--- src/rtl/smf_track_event_parser_top_assert.svh ---
// Assertion macros used by the track parser top level.
`ifndef SMF_TRACK_EVENT_PARSER_TOP_ASSERT_SVH
`define SMF_TRACK_EVENT_PARSER_TOP_ASSERT_SVH

// Same-cycle implication, checked while out of reset.
`define SMF_TEP_ASSERT_NOW(name, clk_s, rstn_s, ante, cons) \
	name: assert property (@(posedge clk_s) disable iff (!rstn_s) (ante) |-> (cons)) \
		else $error("smf_tep: same-cycle check failed");

// Next-cycle implication, checked while out of reset.
`define SMF_TEP_ASSERT_NEXT(name, clk_s, rstn_s, ante, cons) \
	name: assert property (@(posedge clk_s) disable iff (!rstn_s) (ante) |=> (cons)) \
		else $error("smf_tep: next-cycle check failed");

`endif

--- src/rtl/smf_tep_pkg.sv ---
// Types, codes and constants of the MIDI file track parser.
`timescale 1ns / 1ps
package smf_tep_pkg;

	localparam int Q_DEPTH    = 2;
	localparam int Q_PTR_W    = (Q_DEPTH > 1) ? $clog2(Q_DEPTH) : 1;
	localparam int Q_LVL_W    = $clog2(Q_DEPTH + 1);
	localparam int OUT_TICK_W = 48;

	// Event kinds on the result channel
	localparam logic [3:0] EV_NOTEOFF = 4'd0;
	localparam logic [3:0] EV_NOTEON  = 4'd1;
	localparam logic [3:0] EV_CC      = 4'd2;
	localparam logic [3:0] EV_ALLOFF  = 4'd3;
	localparam logic [3:0] EV_PROGRAM = 4'd4;
	localparam logic [3:0] EV_BEND    = 4'd5;
	localparam logic [3:0] EV_TEMPO   = 4'd6;
	localparam logic [3:0] EV_TIMESIG = 4'd7;
	localparam logic [3:0] EV_ERROR   = 4'd8;

	// Byte codes
	localparam logic [7:0] META_STATUS   = 8'hFF;
	localparam logic [7:0] META_TEMPO    = 8'h51;
	localparam logic [7:0] META_TIMESIG  = 8'h58;
	localparam logic [7:0] META_EOT      = 8'h2F;
	localparam logic [7:0] SYSEX_START   = 8'hF0;
	localparam logic [7:0] SYSEX_ESC     = 8'hF7;
	localparam logic [7:0] CC_ALL_NOTES  = 8'h7B;
	localparam logic [7:0] CC_ALL_SOUND  = 8'h78;

	// Status high nibbles
	localparam logic [3:0] ST_NOTEOFF = 4'h8;
	localparam logic [3:0] ST_NOTEON  = 4'h9;
	localparam logic [3:0] ST_POLY_AT = 4'hA;
	localparam logic [3:0] ST_CC      = 4'hB;
	localparam logic [3:0] ST_PROGRAM = 4'hC;
	localparam logic [3:0] ST_BEND    = 4'hE;

	typedef enum logic [9:0] {
		PH_DELTA      = 10'b00_0000_0001,
		PH_STATUS     = 10'b00_0000_0010,
		PH_META_TYPE  = 10'b00_0000_0100,
		PH_META_LEN   = 10'b00_0000_1000,
		PH_META_BODY  = 10'b00_0001_0000,
		PH_SYSEX_LEN  = 10'b00_0010_0000,
		PH_SYSEX_BODY = 10'b00_0100_0000,
		PH_DATA1      = 10'b00_1000_0000,
		PH_DATA2      = 10'b01_0000_0000,
		PH_IDLE       = 10'b10_0000_0000
	} phase_t;

	typedef enum logic [1:0] {
		CLS_DATA   = 2'd0,
		CLS_STATUS = 2'd1,
		CLS_META   = 2'd2,
		CLS_SYSEX  = 2'd3
	} byte_cls_t;

	typedef struct packed {
		logic [7:0] byte_value;
		logic       start;
		logic       last;
		byte_cls_t  cls;
	} q_entry_t;

	typedef struct packed {
		logic               not_empty;
		logic               full;
		logic [Q_LVL_W-1:0] level;
	} q_stat_t;

	typedef struct packed {
		logic [3:0]            kind;
		logic [3:0]            channel;
		logic [7:0]            data_a;
		logic [7:0]            data_b;
		logic [23:0]           tempo;
		logic [OUT_TICK_W-1:0] tick;
	} evt_t;

	// Channel messages that carry two data bytes
	function automatic logic takes_two(input logic [7:0] st);
		logic two;
		two = 1'b0;
		case (st[7:4]) inside
			ST_NOTEOFF, ST_NOTEON, ST_POLY_AT, ST_CC, ST_BEND: two = 1'b1;
			default: two = 1'b0;
		endcase
		return two;
	endfunction

endpackage

--- src/rtl/smf_tep_in_if.sv ---
// Byte request channel of the track parser.
`timescale 1ns / 1ps
interface smf_tep_in_if;
	logic       valid;
	logic       ready;
	logic [7:0] byte_value;
	logic       track_start;
	logic       last_in_track;

	modport source (output valid, byte_value, track_start, last_in_track, input ready);
	modport sink   (input valid, byte_value, track_start, last_in_track, output ready);
endinterface

--- src/rtl/smf_tep_out_if.sv ---
// Event request channel of the track parser.
`timescale 1ns / 1ps
interface smf_tep_out_if;
	logic        valid;
	logic        ready;
	logic [3:0]  event_kind;
	logic [3:0]  channel;
	logic [7:0]  data_a;
	logic [7:0]  data_b;
	logic [23:0] tempo_usec;
	logic [47:0] tick_offset;

	modport source (output valid, event_kind, channel, data_a, data_b, tempo_usec,
		tick_offset, input ready);
	modport sink   (input valid, event_kind, channel, data_a, data_b, tempo_usec,
		tick_offset, output ready);
endinterface

--- src/rtl/smf_tep_front.sv ---
// Front end: accept bytes and classify them for the parser.
`timescale 1ns / 1ps
module smf_tep_front
	import smf_tep_pkg::*;
(
	smf_tep_in_if.sink bytes,
	input  q_stat_t    qstat,
	output logic       push,
	output q_entry_t   push_data
);

	byte_cls_t cls;

	always_comb begin
		unique case (bytes.byte_value) inside
			META_STATUS:            cls = CLS_META;
			SYSEX_START, SYSEX_ESC: cls = CLS_SYSEX;
			default:                cls = bytes.byte_value[7] ? CLS_STATUS : CLS_DATA;
		endcase
	end

	assign bytes.ready = !qstat.full;
	assign push        = bytes.valid && !qstat.full;

	assign push_data.byte_value = bytes.byte_value;
	assign push_data.start      = bytes.track_start;
	assign push_data.last       = bytes.last_in_track;
	assign push_data.cls        = cls;

endmodule

--- src/rtl/smf_tep_queue.sv ---
// Short queue of classified bytes between front and back.
`timescale 1ns / 1ps
module smf_tep_queue
	import smf_tep_pkg::*;
(
	input  logic     clk,
	input  logic     arst_n,
	input  logic     push,
	input  q_entry_t push_data,
	input  logic     pop,
	output q_entry_t head,
	output q_stat_t  qstat
);

	q_entry_t           mem_q [Q_DEPTH];
	logic [Q_PTR_W-1:0] wr_ptr_q;
	logic [Q_PTR_W-1:0] rd_ptr_q;
	logic [Q_LVL_W-1:0] level_q;

	function automatic logic [Q_PTR_W-1:0] ptr_inc(input logic [Q_PTR_W-1:0] p);
		logic [Q_PTR_W-1:0] r;
		if (p == Q_PTR_W'(Q_DEPTH - 1)) r = '0;
		else r = p + Q_PTR_W'(1);
		return r;
	endfunction

	always_ff @(posedge clk) begin
		if (push) begin
			mem_q[wr_ptr_q] <= push_data;
		end
	end

	always_ff @(posedge clk or negedge arst_n) begin
		if (!arst_n) begin
			wr_ptr_q <= '0;
			rd_ptr_q <= '0;
			level_q  <= '0;
		end else begin
			if (push) wr_ptr_q <= ptr_inc(wr_ptr_q);
			if (pop)  rd_ptr_q <= ptr_inc(rd_ptr_q);
			case ({push, pop})
				2'b10:   level_q <= level_q + Q_LVL_W'(1);
				2'b01:   level_q <= level_q - Q_LVL_W'(1);
				default: level_q <= level_q;
			endcase
		end
	end

	assign head            = mem_q[rd_ptr_q];
	assign qstat.not_empty = (level_q != '0);
	assign qstat.full      = (level_q == Q_LVL_W'(Q_DEPTH));
	assign qstat.level     = level_q;

endmodule

--- src/rtl/smf_tep_back.sv ---
// Back end: parse state machine and result register.
`timescale 1ns / 1ps
module smf_tep_back
	import smf_tep_pkg::*;
#(
	parameter int TICK_BITS = 48
) (
	input  logic     clk,
	input  logic     arst_n,
	input  logic     bpm_override,
	input  q_entry_t head,
	input  q_stat_t  qstat,
	output logic     pop,
	smf_tep_out_if.source events
);

	localparam int EXT_W = (TICK_BITS > OUT_TICK_W) ? TICK_BITS : OUT_TICK_W;

	phase_t               phase_q;
	logic [7:0]           run_q, cur_q, meta_q, first_q;
	logic [31:0]          varlen_q, skip_q;
	logic [23:0]          cap_q;
	logic [TICK_BITS-1:0] tick_q;
	logic                 done_q;

	phase_t               ph_e, ph_d;
	logic [7:0]           run_e, run_d, cur_e, cur_d, meta_e, first_e, first_d, meta_d;
	logic [31:0]          varlen_e, varlen_d, skip_e, skip_d, vacc, meta_len;
	logic [23:0]          cap_e, cap_d;
	logic [TICK_BITS-1:0] tick_e, tick_d;
	logic [TICK_BITS:0]   tick_sum;
	logic                 done_e, done_d;
	logic                 complete, err, fin_chan, fin_meta;
	logic [7:0]           d1, d2, b;
	logic                 ev_hit;
	evt_t                 ev, evt_q;
	logic                 evt_valid_q;
	logic                 advance;
	logic [EXT_W-1:0]     tick_ext;

	assign b        = head.byte_value;
	assign tick_sum = {1'b0, tick_e} + (TICK_BITS + 1)'(vacc);

	always_comb begin
		// restart of a track clears the parse state before the byte
		ph_e     = phase_q;
		run_e    = run_q;
		cur_e    = cur_q;
		meta_e   = meta_q;
		first_e  = first_q;
		varlen_e = varlen_q;
		skip_e   = skip_q;
		cap_e    = cap_q;
		tick_e   = tick_q;
		done_e   = done_q;
		if (head.start) begin
			ph_e     = PH_DELTA;
			run_e    = '0;
			cur_e    = '0;
			meta_e   = '0;
			first_e  = '0;
			varlen_e = '0;
			skip_e   = '0;
			cap_e    = '0;
			tick_e   = '0;
			done_e   = 1'b0;
		end
		vacc = {varlen_e[24:0], b[6:0]};

		ph_d     = ph_e;
		run_d    = run_e;
		cur_d    = cur_e;
		meta_d   = meta_e;
		first_d  = first_e;
		varlen_d = varlen_e;
		skip_d   = skip_e;
		cap_d    = cap_e;
		tick_d   = tick_e;
		done_d   = done_e;
		complete = 1'b0;
		err      = 1'b0;
		fin_chan = 1'b0;
		fin_meta = 1'b0;
		d1       = '0;
		d2       = '0;
		meta_len = '0;
		ev_hit   = 1'b0;
		ev       = '0;

		if (!done_e && ph_e != PH_IDLE) begin
			unique case (ph_e)
				PH_DELTA: begin
					varlen_d = vacc;
					if (!b[7]) begin
						tick_d = tick_sum[TICK_BITS] ? '1 : tick_sum[TICK_BITS-1:0];
						ph_d   = PH_STATUS;
					end
				end
				PH_STATUS: begin
					unique case (head.cls)
						CLS_META: ph_d = PH_META_TYPE;
						CLS_SYSEX: begin
							varlen_d = '0;
							ph_d     = PH_SYSEX_LEN;
						end
						CLS_DATA: begin
							if (run_e == '0) begin
								err = 1'b1;
							end else begin
								cur_d   = run_e;
								first_d = b;
								if (takes_two(run_e)) begin
									ph_d = PH_DATA2;
								end else begin
									fin_chan = 1'b1;
									d1       = b;
								end
							end
						end
						default: begin
							run_d = b;
							cur_d = b;
							ph_d  = PH_DATA1;
						end
					endcase
				end
				PH_DATA1: begin
					first_d = b;
					if (takes_two(cur_e)) begin
						ph_d = PH_DATA2;
					end else begin
						fin_chan = 1'b1;
						d1       = b;
					end
				end
				PH_DATA2: begin
					fin_chan = 1'b1;
					d1       = first_e;
					d2       = b;
				end
				PH_META_TYPE: begin
					meta_d   = b;
					varlen_d = '0;
					ph_d     = PH_META_LEN;
				end
				PH_META_LEN: begin
					varlen_d = vacc;
					if (!b[7]) begin
						skip_d  = vacc;
						first_d = '0;
						cap_d   = '0;
						if (vacc == '0) fin_meta = 1'b1;
						else ph_d = PH_META_BODY;
					end
				end
				PH_META_BODY: begin
					if (varlen_e == skip_e) first_d = b;
					cap_d  = {cap_e[15:0], b};
					skip_d = skip_e - 32'd1;
					if (skip_e == 32'd1) fin_meta = 1'b1;
				end
				PH_SYSEX_LEN: begin
					varlen_d = vacc;
					if (!b[7]) begin
						skip_d   = vacc;
						varlen_d = '0;
						if (vacc == '0) begin
							ph_d     = PH_DELTA;
							complete = 1'b1;
						end else begin
							ph_d = PH_SYSEX_BODY;
						end
					end
				end
				PH_SYSEX_BODY: begin
					skip_d = skip_e - 32'd1;
					if (skip_e == 32'd1) begin
						ph_d     = PH_DELTA;
						varlen_d = '0;
						complete = 1'b1;
					end
				end
				default: ph_d = ph_e;
			endcase

			if (fin_chan) begin
				ev.channel = cur_d[3:0];
				case (cur_d[7:4])
					ST_NOTEOFF: begin
						ev_hit    = 1'b1;
						ev.kind   = EV_NOTEOFF;
						ev.data_a = d1;
					end
					ST_NOTEON: begin
						ev_hit    = 1'b1;
						ev.data_a = d1;
						if (d2 == '0) begin
							ev.kind = EV_NOTEOFF;
						end else begin
							ev.kind   = EV_NOTEON;
							ev.data_b = d2;
						end
					end
					ST_CC: begin
						ev_hit = 1'b1;
						if (d1 == CC_ALL_NOTES || d1 == CC_ALL_SOUND) begin
							ev.kind = EV_ALLOFF;
						end else begin
							ev.kind   = EV_CC;
							ev.data_a = d1;
							ev.data_b = d2;
						end
					end
					ST_PROGRAM: begin
						ev_hit    = 1'b1;
						ev.kind   = EV_PROGRAM;
						ev.data_a = d1;
					end
					ST_BEND: begin
						ev_hit    = 1'b1;
						ev.kind   = EV_BEND;
						ev.data_a = d1;
						ev.data_b = d2;
					end
					default: ev_hit = 1'b0;
				endcase
				ph_d     = PH_DELTA;
				varlen_d = '0;
				complete = 1'b1;
			end

			if (fin_meta) begin
				meta_len = varlen_d;
				if (meta_e == META_TEMPO && meta_len == 32'd3) begin
					if (!bpm_override) begin
						ev_hit   = 1'b1;
						ev.kind  = EV_TEMPO;
						ev.tempo = cap_d;
					end
				end else if (meta_e == META_TIMESIG && meta_len == 32'd4) begin
					ev_hit    = 1'b1;
					ev.kind   = EV_TIMESIG;
					ev.data_a = first_d;
					ev.data_b = cap_d[23:16];
				end else if (meta_e == META_EOT) begin
					ev_hit  = 1'b1;
					ev.kind = EV_ALLOFF;
					done_d  = 1'b1;
				end
				ph_d     = PH_DELTA;
				varlen_d = '0;
				complete = 1'b1;
			end

			if (head.last && !complete) err = 1'b1;
			if (err) begin
				ev_hit = 1'b1;
				ev     = '0;
				ev.kind = EV_ERROR;
				ph_d   = PH_IDLE;
				done_d = 1'b1;
			end else if (head.last) begin
				done_d = 1'b1;
			end
		end

		tick_ext = EXT_W'(tick_d);
		ev.tick  = tick_ext[OUT_TICK_W-1:0];
	end

	assign advance = qstat.not_empty && (!evt_valid_q || events.ready);
	assign pop     = advance;

	always_ff @(posedge clk or negedge arst_n) begin
		if (!arst_n) begin
			phase_q     <= PH_DELTA;
			run_q       <= '0;
			cur_q       <= '0;
			meta_q      <= '0;
			first_q     <= '0;
			varlen_q    <= '0;
			skip_q      <= '0;
			cap_q       <= '0;
			tick_q      <= '0;
			done_q      <= 1'b0;
			evt_valid_q <= 1'b0;
		end else begin
			if (advance) begin
				phase_q  <= ph_d;
				run_q    <= run_d;
				cur_q    <= cur_d;
				meta_q   <= meta_d;
				first_q  <= first_d;
				varlen_q <= varlen_d;
				skip_q   <= skip_d;
				cap_q    <= cap_d;
				tick_q   <= tick_d;
				done_q   <= done_d;
			end
			if (advance && ev_hit) evt_valid_q <= 1'b1;
			else if (events.ready) evt_valid_q <= 1'b0;
		end
	end

	always_ff @(posedge clk) begin
		if (advance && ev_hit) evt_q <= ev;
	end

	assign events.valid       = evt_valid_q;
	assign events.event_kind  = evt_q.kind;
	assign events.channel     = evt_q.channel;
	assign events.data_a      = evt_q.data_a;
	assign events.data_b      = evt_q.data_b;
	assign events.tempo_usec  = evt_q.tempo;
	assign events.tick_offset = evt_q.tick;

endmodule

--- src/rtl/smf_track_event_parser_top.sv ---
// Top level of the MIDI file track event parser.
`timescale 1ns / 1ps
`include "smf_track_event_parser_top_assert.svh"
// Parses the body of a Standard MIDI File track chunk, one byte per request on
// the byte channel, and delivers note off, note on, control change,
// all-notes-off, program, pitch bend, tempo, time signature and error events
// on the event channel, each stamped with the absolute tick of the track.
// Throughput is one byte per clock while the result register is free or being
// taken: the front end classifies each byte into a two-entry queue, and the
// back-end parse state machine retires one queued byte per clock into a single
// result register. A byte's event passes through the queue and then the
// result register to the event channel. Back-pressure on the event channel
// stalls only the back end; the queue keeps the byte channel open until it
// fills. Tick counts are TICK_BITS wide and saturate; the reported tick is the
// low 48 bits. Write bpm_override only while the parser is idle.
module smf_track_event_parser_top
	import smf_tep_pkg::*;
#(
	parameter int TICK_BITS = 48
) (
	input  logic clk,
	input  logic arst_n,
	input  logic cfg_we,
	input  logic cfg_wdata,
	smf_tep_in_if.sink    bytes,
	smf_tep_out_if.source events
);

	logic     bpm_override_q;
	logic     push;
	logic     pop;
	q_entry_t push_data;
	q_entry_t head;
	q_stat_t  qstat;

	// hold the tempo override until the next register write
	always_ff @(posedge clk or negedge arst_n) begin
		if (!arst_n) begin
			bpm_override_q <= 1'b0;
		end else if (cfg_we) begin
			bpm_override_q <= cfg_wdata;
		end
	end

	// classify each byte and push it onto the queue
	smf_tep_front u_front (
		.bytes     (bytes),
		.qstat     (qstat),
		.push      (push),
		.push_data (push_data)
	);

	// decouple byte intake from event delivery
	smf_tep_queue u_queue (
		.clk       (clk),
		.arst_n    (arst_n),
		.push      (push),
		.push_data (push_data),
		.pop       (pop),
		.head      (head),
		.qstat     (qstat)
	);

	// advance the parse state and register the resulting event
	smf_tep_back #(
		.TICK_BITS (TICK_BITS)
	) u_back (
		.clk          (clk),
		.arst_n       (arst_n),
		.bpm_override (bpm_override_q),
		.head         (head),
		.qstat        (qstat),
		.pop          (pop),
		.events       (events)
	);

	// queue never holds more than its depth
	`SMF_TEP_ASSERT_NOW(a_queue_level, clk, arst_n, 1'b1, qstat.level <= Q_LVL_W'(Q_DEPTH))
	// back end only retires a byte that is queued
	`SMF_TEP_ASSERT_NOW(a_pop_nonempty, clk, arst_n, pop, qstat.not_empty)
	// only tempo events carry a tempo value
	`SMF_TEP_ASSERT_NOW(a_tempo_only, clk, arst_n, events.valid && events.event_kind != EV_TEMPO, events.tempo_usec == '0)
	// a push without a pop grows the queue by one
	`SMF_TEP_ASSERT_NEXT(a_queue_grow, clk, arst_n, push && !pop, qstat.level == $past(qstat.level) + Q_LVL_W'(1))

endmodule

--- src/flat_wrapper.sv ---
// flat-port wrapper written by rule: the top's interface ports become plain ports
module smf_track_event_parser_top_flat import smf_tep_pkg::*;
#(
	parameter int TICK_BITS = 48
)
  (clk, arst_n, cfg_we, cfg_wdata, bytes_valid, bytes_byte_value, bytes_track_start, bytes_last_in_track, bytes_ready, events_valid, events_event_kind, events_channel, events_data_a, events_data_b, events_tempo_usec, events_tick_offset, events_ready);
  smf_tep_in_if bytes_i ();
  smf_tep_out_if events_i ();
  input  logic clk;
  input  logic arst_n;
  input  logic cfg_we;
  input  logic cfg_wdata;
  input wire logic [$bits(bytes_i.valid)-1:0] bytes_valid;
  input wire logic [$bits(bytes_i.byte_value)-1:0] bytes_byte_value;
  input wire logic [$bits(bytes_i.track_start)-1:0] bytes_track_start;
  input wire logic [$bits(bytes_i.last_in_track)-1:0] bytes_last_in_track;
  output wire logic [$bits(bytes_i.ready)-1:0] bytes_ready;
  output wire logic [$bits(events_i.valid)-1:0] events_valid;
  output wire logic [$bits(events_i.event_kind)-1:0] events_event_kind;
  output wire logic [$bits(events_i.channel)-1:0] events_channel;
  output wire logic [$bits(events_i.data_a)-1:0] events_data_a;
  output wire logic [$bits(events_i.data_b)-1:0] events_data_b;
  output wire logic [$bits(events_i.tempo_usec)-1:0] events_tempo_usec;
  output wire logic [$bits(events_i.tick_offset)-1:0] events_tick_offset;
  input wire logic [$bits(events_i.ready)-1:0] events_ready;
  assign bytes_i.valid = bytes_valid;
  assign bytes_i.byte_value = bytes_byte_value;
  assign bytes_i.track_start = bytes_track_start;
  assign bytes_i.last_in_track = bytes_last_in_track;
  assign bytes_ready = bytes_i.ready;
  assign events_valid = events_i.valid;
  assign events_event_kind = events_i.event_kind;
  assign events_channel = events_i.channel;
  assign events_data_a = events_i.data_a;
  assign events_data_b = events_i.data_b;
  assign events_tempo_usec = events_i.tempo_usec;
  assign events_tick_offset = events_i.tick_offset;
  assign events_i.ready = events_ready;
  smf_track_event_parser_top #(.TICK_BITS(TICK_BITS)) u_core (.clk(clk), .arst_n(arst_n), .cfg_we(cfg_we), .cfg_wdata(cfg_wdata), .bytes(bytes_i), .events(events_i));
endmodule
--- config.mk ---
export PLATFORM = sky130hd
export DESIGN_NAME = smf_track_event_parser_top_flat
export DESIGN_NICKNAME = d
export VERILOG_FILES = /design/src/rtl/smf_tep_pkg.sv /design/src/rtl/smf_tep_in_if.sv /design/src/rtl/smf_tep_out_if.sv /design/src/rtl/smf_tep_front.sv /design/src/rtl/smf_tep_queue.sv /design/src/rtl/smf_tep_back.sv /design/src/rtl/smf_track_event_parser_top.sv /design/src/flat_wrapper.sv
export VERILOG_INCLUDE_DIRS = /design/src /design/src/rtl
export SDC_FILE = /design/constraint.sdc
export NUM_CORES = 1
export LEC_CHECK = 0
export ABC_CLOCK_PERIOD_IN_PS = 11200
export BUFFER_PORTS_ARGS = -buffer_cell sky130_fd_sc_hd__buf_2
export CAP_MARGIN = 5
export CELL_PAD_IN_SITES_DETAIL_PLACEMENT = 0
export CELL_PAD_IN_SITES_GLOBAL_PLACEMENT = 2
export CORE_UTILIZATION = 41
export CTS_BUF_LIST = sky130_fd_sc_hd__clkbuf_2
export CTS_CLUSTER_SIZE = 14
export DETAILED_ROUTE_END_ITERATION = 7
export GPL_TIMING_DRIVEN = 0
export PLACE_DENSITY_LB_ADDON = 0.05
export REMOVE_ABC_BUFFERS = 1
export SLEW_MARGIN = 25
export SYNTH_ARGS = -nofsm -noshare
export SYNTH_HDL_FRONTEND = slang
export SYNTH_SLANG_ARGS = --single-unit
--- constraint.sdc ---
create_clock -name clk -period 11.2 [get_ports clk]
set_input_delay 0.56 -clock clk [delete_from_list [all_inputs] [get_ports clk]]
set_output_delay 0.56 -clock clk [all_outputs]
set_load 0.02 [all_outputs]
; Word-level counts from Yosys, hierarchy flattened
; Memories as Yosys holds them, arrays and structs flattened.
; Index checks and enable logic that the tools add are counted.
[totals]
input_bits = 16
wordCells = 247
mem_bits_rw = 24
n_memories = 1
out_inout_bits = 98
reg_bits = 281
[op_classes]
n_bitwise = 4
n_mux = 139
eq_ne = 42
n_reduce_logical = 33
add_sub_neg = 6
[mem_list]
columns = memory, depth, word_bits, rd, rd_clocked_by_memory_dff, write_ports, line_no
row1 = u_core.u_queue.mem_q, 2, 12, 1, 0, 1, smf_tep_queue.sv:15  ; q_entry_t mem_q [Q_DEPTH];
[op_table]
columns = op, n
row1 = two-way mux 32 bit, 11
row2 = two-way mux 48 bit, 5
row3 = two-way mux 8 bit, 26
row4 = case mux 32 bit (5 select lines), 1
row5 = two-way mux 10 bit, 13
row6 = two-way mux 24 bit, 5
row7 = two-way mux 96 bit, 1
row8 = case mux 10 bit (7 select lines), 1
row9 = case mux 32 bit (2 select lines), 1
row10 = equality test 4 bit (second input constant), 15
row11 = two-way mux 1 bit, 51
row12 = adder 48 x 32 -> 49 bit, 1
row13 = two-way mux 16 bit, 3
row14 = case mux 24 bit (2 select lines), 1
row15 = case mux 8 bit (3 select lines), 2
row16 = two-way mux 40 bit, 1
row17 = equality test 32 x 1 -> 1 bit (second input constant), 1
row18 = equality test 32 x 2 -> 1 bit (second input constant), 1
row19 = equality test 32 x 3 -> 1 bit (second input constant), 1
row20 = equality test 32 bit, 1
row21 = equality test 8 x 7 -> 1 bit (second input constant), 4
row22 = zero test 32 bit, 1
row23 = case mux 8 bit (2 select lines), 2
row24 = case mux 8 bit (4 select lines), 1
row25 = 37 further kinds, 74

; Longest topological paths before layout
; An unclocked memory read counts as a cell.
[depth]
depth_word = 25
ltp_mapped = 23

; By module
; A second synthesis with hierarchy kept.
[hier_totals]
cells_unflattened = 2059
hier_area_um2 = 19043.3
[by_module_without_submodules]
columns = module, cells_per_inst, n_inst, area_per_inst_um2
row1 = smf_tep_back, 1986, 1, 17824.6
row2 = smf_tep_queue, 53, 1, 1056.0
row3 = smf_tep_front, 18, 1, 122.6
row4 = smf_track_event_parser_top, 2, 1, 40.0

; Worst setup path after synthesis
; Ideal clock, no wire load.
[synth_path]
path_type = reg-to-reg
start = register u_core.u_queue.rd_ptr_q
end = register u_core.u_back.evt_q (netlist bit u_core.u_back.events.channel[0]), enable pin
arrival_ns = 7.286
required_ns = 10.648
stages_incl_launch_ff = 17
slack_ns = 3.362
cell_sequence = dfrtp_1 > buf_2 > mux2i_2 > buf_4 > clkbuf_1 > clkbuf_1 > clkbuf_1 > nand2_1 > ha_1 > and3_1 > nand4b_4 > nand2_1 > and2_1 > a211oi_1 > nand2b_1 > a211oi_1 > nor2_1
[synth_between]
elab_chain_cells = 24
word_cells_on_any_way = 103
cone_classes = eq/ne (33) / mux (54) / reduce/logical (15) / memory (1)
[synth_lines]
columns = element, line_no
row1 = start: declaration, smf_tep_queue.sv:17  ; logic [Q_PTR_W-1:0] rd_ptr_q;
row2 = start signal: assignment, smf_tep_queue.sv:40  ; if (pop) rd_ptr_q <= ptr_inc(rd_ptr_q);
row3 = memory read (2 x 12 bit) *, -
row4 = two-way mux 8 bit, smf_tep_back.sv:56  ; if (head.start) begin
row5 = equality test 4 bit, smf_tep_back.sv:112  ; if (takes_two(run_e)) begin
row6 = OR reduction 5 bit, smf_tep_pkg.sv:85  ; case (st[7:4]) inside
row7 = two-way mux 1 bit, smf_tep_pkg.sv:85
row8 = two-way mux 1 bit, smf_tep_back.sv:107  ; if (run_e == '0) begin
row9 = two-way mux 1 bit, smf_tep_back.sv:100  ; unique case (head.cls)
row10 = two-way mux 1 bit, smf_tep_back.sv:91  ; unique case (ph_e)
row11 = [8 not listed], -
row12 = equality test 32 x 3 -> 1 bit / two-way mux 1 bit (equally long branches), "smf_tep_back.sv:240, smf_tep_back.sv:90"
row13 = logical AND 1 bit / zero test 1 bit (equally long branches), "smf_tep_back.sv:240, smf_tep_back.sv:255"
row14 = two-way mux 1 bit / logical AND 1 bit (equally long branches), "smf_tep_back.sv:240, smf_tep_back.sv:255"
row15 = "two-way mux 1 bit, on equally long branches", "smf_tep_back.sv:234, smf_tep_back.sv:255"
row16 = "two-way mux 1 bit, on equally long branches", "smf_tep_back.sv:232, smf_tep_back.sv:90"
row17 = two-way mux 1 bit, smf_tep_back.sv:256  ; if (err) begin
row18 = two-way mux 1 bit *, smf_tep_back.sv:90  ; if (!done_e && ph_e != PH_IDLE) begin
row19 = logical AND 1 bit *, smf_tep_back.sv:306  ; if (advance && ev_hit) evt_q <= ev;
row20 = end signal: assignment, smf_tep_back.sv:306
row21 = end: declaration, smf_tep_back.sv:36  ; evt_t ev, evt_q;
; Mark *: on every way between the ends. The rest lies on a longest branch, timed or not. The select of a mux whose other input is x is not followed.
; A chain may end at the register's enable or synchronous reset.

==> impl_metrics.yaml <==
placement:
  dp_cells: 2513
  pre_cts_slack_ns: 4.829
  io_buffers: 113
  hpwl_um: 41410
  post_dp_cell_area_sq_um: 19470
  place_congestion: 0.9016
grt:
  grt_usage_pct: 27.34
  antenna_found_initial: 2
  grt_pass1_vias: 15630
  grt_max_degree: 65
  overflow: 0
  grt_pass1_wl_um: 93050
yosys:
  ys.flop_type: "dfrtp_1"
  syn_inst: 1901
  ys.warnings.count: 0
  syn-cell-area_sq_um: 17920
  avgSynthCellArea_sq_um: 9.427
  synth_top_area_share_pct: 25.69
  post-synth-top-count-cell: "nand2_1"
  async_flop_share_pct: 60.66
  yosys-top-cells-area: "dfrtp_1 26%, edfxtp_1 20%, nand2_1 5.1%, o21ai_0 4.2%, nor2_1 2.9%"
  synth_area_leader_cell: "dfrtp_1"
  synth_seq_cells: 305
  synth_edf_count: 120
  ys_seq_area_share_pct: 45.95
  synth_common_cells: "244 x nand2_1, 184 x dfrtp_1, 150 x o21ai_0"
  ys_types: 98
sta:
  slew_headroom_pct: 28.62
  setup_tns_ns: 0
  hold_viol_final: 0
  min_period_ns: 6.364
  fmaxAchievable_mhz: 157.1
  setup_ws_ns: 4.836
  skew_ns: 0.08867
  fin_crit_sh_pct: 56.82
  rsz0062_at_grt: "false"
  worst_slew_pin_slew_ns: 1.064
  slew_viol_final: 0
  finalSetupViolCount: 0
worst_setup_path:
  arrival_ns: 7.37
  r2r-end: "u_core.u_back.tick_q[14]$_DFFE_PN0P_"
  critPathCaptureType: "register"
  regToRegStartpoint: "u_core.u_queue.rd_ptr_q$_DFFE_PN0P_"
  path_cells: "mux2i_4 > buf_8 > buf_8 > buf_16 > buf_8 > nand2_1 > inv_1 > ha_1 > inv_1 > fa_1 > nor2b_1 > o31a_1 > o31a_1 > o211a_1 > o21ai_1 > o21ai_1 > nand2_1 > a31oi_1 > mux2_2"
  rr_worst_depth: 19
  crit_top_cell: "buf_8"
  crit_slowest_cell: "dfrtp_2"
  critPathTopFamily: "compound AO/OA/AOI/OAI gates"
  r2r_setup_slack_ns: 4.84
  critPathBufInv: 6
  start_kind: "register"
  path_max_fanout: 26
  cp.required_ns: 12.20
  cp_slowest_stage_delay_ns: 0.84
  critical_path_class: "register to register"
route:
  viasPerCell: 5.898
  drt_iter0_drc: 1201
  drc_errors: 0
  ant_nets: 0
  detail_route.wl_per_cell_um: 22.44
  routed_wl_um: 60420
  vias: 15880
  first_pass_iters: 5
run:
  max-cap-violations: 0
die:
  rows: 76
  die_area_sq_um: 44550
  start_util_pct: 41.60
  die_x_um: 211.1
  core_sq_um: 43080
  io_pins: 114
  die_h_um: 211.1
cts:
  numCtsBuffers: 87
  clkTransAtPathRegs_ns: 0.12
  post_cts_buffers: 0
  clk_latency_ns: 1.09
  cts_tree: "yes"
  cts_sinks: 305
  clockBufferDepth: 3
  htreeDepth: 3
  clockRootBuffer: "clkbuf_2"
finish:
  regArea_sq_um: 8235
  drive_gt1_share_pct: 18.02
  layoutNonFillerInstCount: 2692
  fin_nets: 2086
  multi_input_area_sq_um: 9268
  area_growth_pct: 14.18
  stdcell_area_sq_um: 20460
  fill_cells: 4166
pwr:
  peakVddDrop_uv: 173.2
  leakagePower_nw: 8.381
  p_total_mw: 5.000
  power_density_nw_per_um2: 244.3
worst_hold_path:
  hold_end: "u_core.u_queue.mem_q[1][3]$_DFFE_PP_"
  hp-start: "bytes_track_start"
  hp-class: "input port to register"
  hold_depth: 2
status:
  status: "completed"
[routing by layer]
metal  share of wire [%]  vias to the layer above  track usage, %
li1                    -                     7436               -
met2                  45                      490           42.67
met1                  47                     7854           38.60
met3                 5.6                       97           4.817
met4                 2.1                        0           8.196
met5                   0                        -               0
[metrics by stage]
step	utilization, %	hold WS (ns)
after global placement	43.49	0.4551
after CTS	47.46	0.1463
after global routing	47.50	0.1545
after floorplan	-	0.2644
final	47.50	0.2673
after detailed placement	45.20	0.4677
[worst reg2reg max path, delay by kind of cell, from the launching register on]
family | cells | cell delay [ns]
DFF | 1 | 0.84
adders and majority gates | 2 | 0.65
AOI/OAI and AO/OA | 6 | 2.20
muxes | 2 | 0.65
and+or+nand+nor | 3 | 1.03
buffers and inverters | 6 | 0.97
[where the power goes]
group / switching [mW] / internal, mW
clock network: 0.507 / 0.335
logic: 1.60 / 0.826
registers: 0.232 / 1.50
total: 2.33 / 2.67
[placed cells by master, fill, tap and decap left out, types with 12 or more instances in the layout]
master | synthesis | layout
mux2i_1 | 24 | 16
o21a_1 | 13 | 13
inv_1 | 25 | 25
a31oi_1 | 31 | 31
buf_2 | 11 | 112
o21ai_0 | 150 | 148
and3_1 | 15 | 15
and2_1 | 63 | 62
a211oi_1 | 15 | 15
nand4_1 | 32 | 32
dfrtp_1 | 184 | 183
a21o_1 | 17 | 17
dlygate4sd3_1 | 0 | 16
a21oi_1 | 97 | 96
o22ai_1 | 28 | 28
edfxtp_1 | 120 | 120
xor2_1 | 27 | 27
o211ai_1 | 16 | 16
or3_1 | 22 | 22
nor4_1 | 28 | 28
a22oi_1 | 38 | 38
nor2_1 | 140 | 133
nand3_1 | 45 | 45
clkinv_1 | 1 | 22
ha_1 | 35 | 35
nand2_1 | 244 | 243
mux2_2 | 29 | 28
nor3_1 | 37 | 35
a22o_1 | 44 | 44
clkbuf_2 | 1 | 132
nand2b_1 | 18 | 18
xnor2_1 | 52 | 52
o21ai_1 | 15 | 12
[timing repair]
item / 4_1_cts / 5_1_grt
endpoints found under the hold margin: 148 / 0
resized for setup: 0 / 0
hold buffers: 17 / 0
[sequential cells by signal, summed over array words and instances (netlist names), 8 cells and up]
name,cells
u_core.u_back.skip_q,32
u_core.u_back.tick_q,48
u_core.u_queue.mem_q,24
u_core.u_back.events.tempo_usec,24
u_core.u_back.varlen_q,32
u_core.u_back.cap_q,24
u_core.u_back.meta_q,8
u_core.u_back.phase_q,10
u_core.u_back.events.data_a,8
u_core.u_back.events.data_b,8
u_core.u_back.first_q,8
u_core.u_back.run_q,8
u_core.u_back.events.tick_offset,48
u_core.u_back.cur_q,8
[worst max-delay path by stage]
stage | start | end | slack [ns] | cells after the start
4_1_cts | u_core.u_queue.rd_ptr_q$_DFFE_PN0P_ | u_core.u_back.tick_q[14]$_DFFE_PN0P_ | 4.83 | 19
3_3_place_gp | u_core.u_queue.rd_ptr_q$_DFFE_PN0P_ | u_core.u_back.events.tick_offset[18]$_DFFE_PP_ | -6.76 | 9
6_report | u_core.u_queue.rd_ptr_q$_DFFE_PN0P_ | u_core.u_back.tick_q[14]$_DFFE_PN0P_ | 4.84 | 19
3_5_place_dp | u_core.u_queue.rd_ptr_q$_DFFE_PN0P_ | u_core.u_back.tick_q[15]$_DFFE_PN0P_ | 4.83 | 19
2_1_floorplan | u_core.u_queue.rd_ptr_q$_DFFE_PN0P_ | u_core.u_back.events.channel[0]$_SDFFCE_PP0P_ | 0.48 | 9
5_1_grt | u_core.u_queue.rd_ptr_q$_DFFE_PN0P_ | u_core.u_back.tick_q[15]$_DFFE_PN0P_ | 4.51 | 19
[logic make-up (layout without fill, tap and decap cells)]
group / after synthesis / in the layout / share of synthesized area [%]
simple gates: 716 / 716 / 20.09
compound gates: 567 / 567 / 20.98
flops: 305 / 305 / 45.95
buf+inv: 143 / 345 / 3.246
xor+xnor: 79 / 79 / 3.861
mux: 55 / 55 / 3.323
fa+ha+maj: 36 / 36 / 2.555
other cells: 0 / 4 / 0
[layout make-up]
class                           count  share of cell area (%)
Multi-Input combinational cell   1453                   45.29
Clock buffer                      132                   3.229
Inverter                           26                  0.5014
Timing Repair Buffer              161                   6.494
Tap cell                          585                   3.577
Clock inverter                     26                  0.6115
Sequential cell                   305                   40.25
Antenna cell                        4                 0.04892
No activity file was read; power rests on OpenSTA's default activity.
